===== src/design/fss_pkg.sv =====
// ---------------------------------------------------------------------------
// Fair-share scheduler package
// Task table entry layout, run-queue key type, and request, status and
// task state codes.
// ---------------------------------------------------------------------------
package fss_pkg;

	localparam int TimeW  = 48;
	localparam int OrderW = 32;

	// Request codes
	localparam logic [1:0] REQ_ACTIVATE = 2'd0;
	localparam logic [1:0] REQ_SCHEDULE = 2'd1;
	localparam logic [1:0] REQ_QUERY    = 2'd2;

	// Status codes
	localparam logic [1:0] STATUS_DONE  = 2'd0;
	localparam logic [1:0] STATUS_NOOP  = 2'd1;
	localparam logic [1:0] STATUS_ERROR = 2'd2;

	// State requested for the outgoing task
	localparam logic [1:0] NS_RUNNABLE = 2'd0;
	localparam logic [1:0] NS_SLEEPING = 2'd1;
	localparam logic [1:0] NS_ZOMBIE   = 2'd2;

	// Task states as held in the table
	localparam logic [2:0] TS_UNUSED   = 3'd0;
	localparam logic [2:0] TS_RUNNABLE = 3'd1;
	localparam logic [2:0] TS_RUNNING  = 3'd2;
	localparam logic [2:0] TS_SLEEPING = 3'd3;
	localparam logic [2:0] TS_ZOMBIE   = 3'd4;

	typedef struct packed {
		logic [2:0]        state;
		logic [TimeW-1:0]  vruntime;
		logic [TimeW-1:0]  start;
		logic [OrderW-1:0] order;
	} task_entry_t;

	typedef struct packed {
		logic [TimeW-1:0]  vruntime;
		logic [OrderW-1:0] order;
	} queue_key_t;

	typedef struct packed {
		logic best_valid;
		logic second_valid;
	} scan_flags_t;

	// True when key a goes ahead of key b in the run queue.
	function automatic logic key_before(input queue_key_t a, input queue_key_t b);
		if (a.vruntime != b.vruntime) begin
			return a.vruntime < b.vruntime;
		end
		return a.order < b.order;
	endfunction

	function automatic logic [TimeW-1:0] time_max(input logic [TimeW-1:0] a,
			input logic [TimeW-1:0] b);
		return (a < b) ? b : a;
	endfunction

endpackage


===== src/design/fss_scan.sv =====
// ---------------------------------------------------------------------------
// Run-queue minimum scan
// Watches the table entries streaming out of the memory and keeps the least
// runnable task and the least of the rest.
// ---------------------------------------------------------------------------
module fss_scan #(
	parameter int IdxW = 6
) (
	input  logic                 clk,
	input  logic                 arst_n,
	input  logic                 init,
	input  logic                 load,
	input  logic [IdxW-1:0]      idx,
	input  fss_pkg::task_entry_t entry,
	output fss_pkg::scan_flags_t flags,
	output logic [IdxW-1:0]      best_idx,
	output fss_pkg::queue_key_t  best_key,
	output fss_pkg::queue_key_t  second_key
);
	import fss_pkg::*;

	logic        best_valid_q;
	logic        second_valid_q;
	logic [IdxW-1:0] best_idx_q;
	queue_key_t  best_key_q;
	queue_key_t  second_key_q;
	queue_key_t  key;
	logic        runnable;
	logic        ahead_of_best;
	logic        ahead_of_second;

	assign key.vruntime    = entry.vruntime;
	assign key.order       = entry.order;
	assign runnable        = (entry.state == TS_RUNNABLE);
	// A strict compare keeps the lower index on a full tie.
	assign ahead_of_best   = !best_valid_q || key_before(key, best_key_q);
	assign ahead_of_second = !second_valid_q || key_before(key, second_key_q);

	always_ff @(posedge clk or negedge arst_n) begin
		if (!arst_n) begin
			best_valid_q   <= 1'b0;
			second_valid_q <= 1'b0;
		end else if (init) begin
			best_valid_q   <= 1'b0;
			second_valid_q <= 1'b0;
		end else if (load && runnable) begin
			if (ahead_of_best) begin
				best_valid_q   <= 1'b1;
				second_valid_q <= best_valid_q;
			end else if (ahead_of_second) begin
				second_valid_q <= 1'b1;
			end
		end
	end

	always_ff @(posedge clk) begin
		if (!init && load && runnable) begin
			if (ahead_of_best) begin
				best_idx_q   <= idx;
				best_key_q   <= key;
				second_key_q <= best_key_q;
			end else if (ahead_of_second) begin
				second_key_q <= key;
			end
		end
	end

	assign flags.best_valid   = best_valid_q;
	assign flags.second_valid = second_valid_q;
	assign best_idx           = best_idx_q;
	assign best_key           = best_key_q;
	assign second_key         = second_key_q;

endmodule


===== config.mk =====
export PLATFORM = sky130hd
export DESIGN_NAME = fss_scan
export DESIGN_NICKNAME = d
export VERILOG_FILES = /design/src/design/fss_pkg.sv /design/src/design/fss_scan.sv
export SDC_FILE = /design/constraint.sdc
export NUM_CORES = 1
export LEC_CHECK = 0
export BUFFER_PORTS_ARGS = -buffer_cell sky130_fd_sc_hd__buf_2
export CAP_MARGIN = 20
export CORE_ASPECT_RATIO = 0.7
export CORE_UTILIZATION = 39
export CTS_CLUSTER_DIAMETER = 40
export DETAILED_ROUTE_END_ITERATION = 6
export HOLD_SLACK_MARGIN = 0.06
export PLACE_DENSITY = 0.73
export SLEW_MARGIN = 5
export SYNTH_ARGS = -nofsm -noshare
export SYNTH_HDL_FRONTEND = slang
export SYNTH_SLANG_ARGS = --single-unit

===== constraint.sdc =====
create_clock -name clk -period 13.5 [get_ports clk]
set_input_delay 0.675 -clock clk [delete_from_list [all_inputs] [get_ports clk]]
set_output_delay 0.675 -clock clk [all_outputs]
set_load 0.05 [all_outputs]

* Word-level counts from Yosys, hierarchy flattened
Index checks and enable logic that the tools add are counted.
** Word-level totals
- Flip-flop bits (word level) :: 168
- Input bits :: 141
** Operators by class
- Mux-type cells :: 15
- Reduce and logical (&&, ||, !) cells :: 16
- Eq/ne operators :: 3
- Magnitude comparators :: 4
** Operators by type and width (count)
- 80-bit two-way mux :: 2
- 48-bit less-than comparator :: 2
- 48-bit inequality test :: 2
- 32-bit less-than comparator :: 2
- 1-bit two-way mux :: 13
- 2-bit AND reduction :: 4
- 2-bit nonzero test :: 3
- 3-bit by 1-bit equality test with 1-bit output (second input constant) :: 1
- 1-bit logical AND :: 3
- 1-bit zero test :: 3
- 3-bit nonzero test :: 1
- 1-bit logical OR :: 2

* Logic depth before layout (Yosys ltp)
- Depth after elaboration :: 8
- Gate-level depth with buffers :: 11
- Gate-level depth less buffers :: 9

* Worst setup path before layout
OpenSTA, ideal clock, no wires.
- Kind :: reg2reg
- Start :: register best_key_q, in the netlist best_key[46]
- End :: register second_key_q, in the netlist second_key[0], enable pin
- Required time :: 12.937 ns
- Data arrival time :: 6.679 ns
- Path buffers :: 2
- Setup time :: 0.563 ns
- Slack :: 6.258 ns
- Period minus slack after synthesis :: 7.242 ns
- Stages on the path, launching flop included :: 12
- Path through :: edfxtp_1 inv_1 ha_1 nand4_2 nor4_2 nand3_1 a311oi_1 o221ai_1 o211a_1 buf_6 buf_8 a41oi_1
** On the way
- Longest elaborated chain between the ends :: 6
- Elaborated cells on any way between the ends :: 8
- Those cells by class :: order compare (1); eq/ne (1); mux (3); reduce/logical (3)
** RTL lines
- start, declared :: line fss_scan.sv:25 : queue_key_t best_key_q;
- start signal, assigned :: line fss_scan.sv:60 : best_key_q <= key;
- 48-bit less-than comparator / 48-bit inequality test (equally long branches) :: line fss_pkg.sv:53, fss_pkg.sv:52
- 1-bit two-way mux :: line fss_pkg.sv:52 : if (a.vruntime != b.vruntime) begin
- 1-bit two-way mux (*) :: line fss_pkg.sv:55 : return a.order < b.order;
- 1-bit logical OR (*) :: line fss_scan.sv:36 : assign ahead_of_best = !best_valid_q || key_before(key, best_key_q);
- 2-bit nonzero test (no line) (*)
- 2-bit AND reduction (no line) (*)
- end signal, assigned :: line fss_scan.sv:61 : second_key_q <= best_key_q;
- end signal, assigned :: line fss_scan.sv:63 : second_key_q <= key;
- end, declared :: line fss_scan.sv:26 : queue_key_t second_key_q;
Mark *: on every way between the ends. The rest lies on a longest branch, timed or not. The select of a mux whose other input is x is not followed.
A chain may end at the register's enable or synchronous reset.

* Final worst setup path
- Start :: register best_key_q, in the netlist best_key[2]
- End :: register second_key_q, in the netlist second_key[67], enable pin
** On the way
- Longest elaborated chain between the ends :: 5
** RTL lines (line)
- 32-bit less-than comparator :: fss_pkg.sv:55
- 1-bit two-way mux :: fss_pkg.sv:55
- 1-bit logical OR :: fss_scan.sv:36
- 2-bit nonzero test (no line)
- 2-bit AND reduction (no line)
Every way passes these cells.

==> impl_metrics.py <==
metrics = {
    "synthesis": {
        "yosys-top-cells-area": "edfxtp_1 48%, ha_1 19%, mux2_4 11%, inv_1 5.8%, a21oi_1 2.8%",
        "synthCells": 829,
        "synth_common_cells": "166 x edfxtp_1, 161 x inv_1, 158 x ha_1",
        "syn_area_sq_um": 10400,
        "synth_cell_type_count": 44,
        "synth_edf_count": 166,
        "async_flop_share": 0.0119,
        "yosys_most_used_dff": "edfxtp_1",
        "syn_nets": 1128,
        "seq_area_frac_synth": 0.484,
        "synth.avg_cell_area_sq_um": 12.5,
        "synth_most_common_cell": "edfxtp_1",
        "yosysWarnings": 0,
        "synth_top_area_share": 0.479,
        "yosysTopAreaCell": "edfxtp_1",
        "ys_seq_elements": 168,
    },
    "detailed_routing": {
        "firstDrtPassIters": 5,
        "final_antenna_net_count": 0,
        "dr.first_iter.drc_count": 389,
        "drc": 0,
        "vias": 7252,
        "avgViaCountPerCell": 4.93,
        "wl_per_cell_um": 17.5,
        "wl_um": 25800,
    },
    "pwr": {
        "internal_power_uw": 899,
        "p_per_area_nw_per_um2": 95.0,
        "cellLeakagePower_nw": 5.97,
        "seqPwrFrac": 0.483,
        "vdd_drop_max_uv": 82.0,
        "combPwrFrac": 0.104,
        "switching_share": 0.251,
        "p_clk_frac": 0.413,
        "fin_total_pwr_mw": 1.20,
        "power.switching_uw": 302,
    },
    "sta": {
        "worst_pin_slew_ns": 0.939,
        "rsz0062_at_grt": "no",
        "fin_setup_tns_ns": 0,
        "drv_slew": 0,
        "fmax_ghz": 0.223,
        "clock_skew_ns": 0.0122,
        "period_minus_slack_ns": 4.49,
        "period_share": 0.332,
        "slew_headroom": 0.374,
        "setup_violations": 0,
        "hold_viol_final": 0,
    },
    "cts": {
        "cts_root_buffer": "clkbuf_16",
        "h-tree-depth": 4,
        "cts_tree": "yes",
        "clock_latency_ns": 0.44,
        "clock_sink_count": 168,
        "cts_setup_buffers": 0,
        "clk_pin_slew_ns": 0.07,
        "cts_resized": 0,
        "clockBufferDepth": 2,
        "cts_hold_buf": 1,
        "numCtsBuffers": 17,
    },
    "layout": {
        "syn2layout_area_growth_pct": 21.5,
        "final_nets": 1402,
        "drive_gt1_frac": 0.343,
        "diodes": 0,
    },
    "critical_path": {
        "worstPathRequired_ns": 13.61,
        "r2r_setup_slack_ns": 9.01,
        "worstPathArrival_ns": 4.60,
        "crit_path_end_kind": "flop",
        "critical_path_peak_fanout": 43,
        "cp-start-kind": "flop",
        "critPathKind": "flop to flop",
    },
    "die": {
        "pin_count": 309,
        "die_w_um": 197,
        "dieArea_sq_um": 27300,
        "start_util": 0.401,
        "core_area_sq_um": 25900,
        "die_h_um": 139,
        "rows": 49,
    },
    "global_route": {
        "grt_max_degree": 54,
        "grt_pass1_vias": 7216,
        "grt_usage": 0.191,
        "grt_pass1_wl_um": 39900,
        "antenna_found_initial": 0,
        "gr-total-overflow": 0,
    },
    "place": {
        "dp_hpwl_um": 19700,
        "gp_congestion": 0.812,
        "port_buffers": 260,
    },
    "worst_hold_path": {
        "hp-class": "input port to flop",
    },
    "job": {
        "max_cap_violations": 0,
    },
    "status": {
        "status": "completed",
    },
}
## cell families (layout without fill, tap and decap cells)
group,count (synthesis),after routing,share of synthesized area
buffers and inverters,172,458,0.0756
flip-flops,168,168,0.484
adder cells (fa/ha/maj),158,158,0.190
AO/OA/AOI/OAI,129,129,0.0748
AND/OR/NAND/NOR,121,121,0.0597
multiplexers,81,81,0.116
## final timing paths
| check | start | to | cells after the start |
|---|---|---|---|
| worst min register to register | best_valid_q | best_valid_q | 2 |
| worst min-delay path | idx[3] | best_idx[3] | 1 |
| worst max register to register | best_key[2] | second_key[67] | 11 |
| min in group asynchronous | arst_n | best_valid_q | 2 |
| worst max-delay path | best_key[2] | second_key[67] | 11 |
| max in group asynchronous | arst_n | second_valid_q | 2 |
## per-stage QoR
stage	utilization	area, sq um	instances	setup WS, ns	hold slack, ns
floorplan	-	10400	829	6.26	0.379
global placement	0.464	12000	1439	8.42	0.461
detailed placement	0.464	12000	1439	8.30	0.466
CTS	0.486	12600	1471	8.64	0.386
global route	0.487	12600	1472	8.73	0.393
finish	0.487	12600	1472	9.01	0.413
## power groups by stage
stage	sequential, mW	combinational [mW]	clock [mW]
final	0.580	0.125	0.496
after global routing	0.580	0.139	0.528
after global placement	0.591	0.119	0
after CTS	0.580	0.125	0.510
after floorplan	0.609	0.0592	0
after detailed placement	0.592	0.124	0
## layout by cell type, fill, tap and decap left out, types with 2 or more instances in the layout
cell type	count
a2111oi_0	2
a211oi_1	7
a21o_1	15
a21oi_1	59
a221oi_1	3
a31oi_1	2
and4_1	3
buf_2	260
buf_4	4
bufinv_16	2
clkbuf_16	17
clkinv_2	5
dfrtp_1	2
edfxtp_1	166
ha_1	158
inv_1	161
inv_6	4
mux2_2	2
mux2_4	78
nand2_1	37
nand2b_1	5
nand3_1	15
nand4_1	24
nor2_1	16
nor3_1	9
nor4_1	4
o211ai_1	2
o21a_1	4
o21ai_0	24
o221ai_1	2
## cell type report
class	count	area, sq um
fill	2306	13300
timing repair buffer	266	1360
multi-input combinational	489	4610
inverter	161	604
sequential	168	5030
clock buffer	17	425
clock inverter	14	148
tap	357	447
## flip-flops by register name (all words and copies together) (netlist names)
signal	count
best_idx	6
best_key	80
second_key	80
best_valid_q	1
second_valid_q	1
## metal layers
| metal | up-vias | wire length (um) | track usage |
|---|---|---|---|
| met4 | 0 | 344 | 0.0526 |
| met2 | 201 | 11300 | 0.294 |
| met3 | 20 | 1700 | 0.0552 |
| met1 | 3469 | 12400 | 0.261 |
| li1 | 3562 | - | - |
| met5 | - | 0 | 0 |
## critical path, cell delays in order (launching register included)
cell and delay [ns]:
edfxtp_1 0.39, inv_1 0.06, ha_1 0.27, o21a_1 0.11, nor2_1 0.04, o31ai_1 0.46, a31oi_1 0.20, o221ai_1 0.39
o211a_4 0.85, buf_4 0.78, a41oi_4 0.21, buf_4 0.37
(Power assumes the default switching activity.)
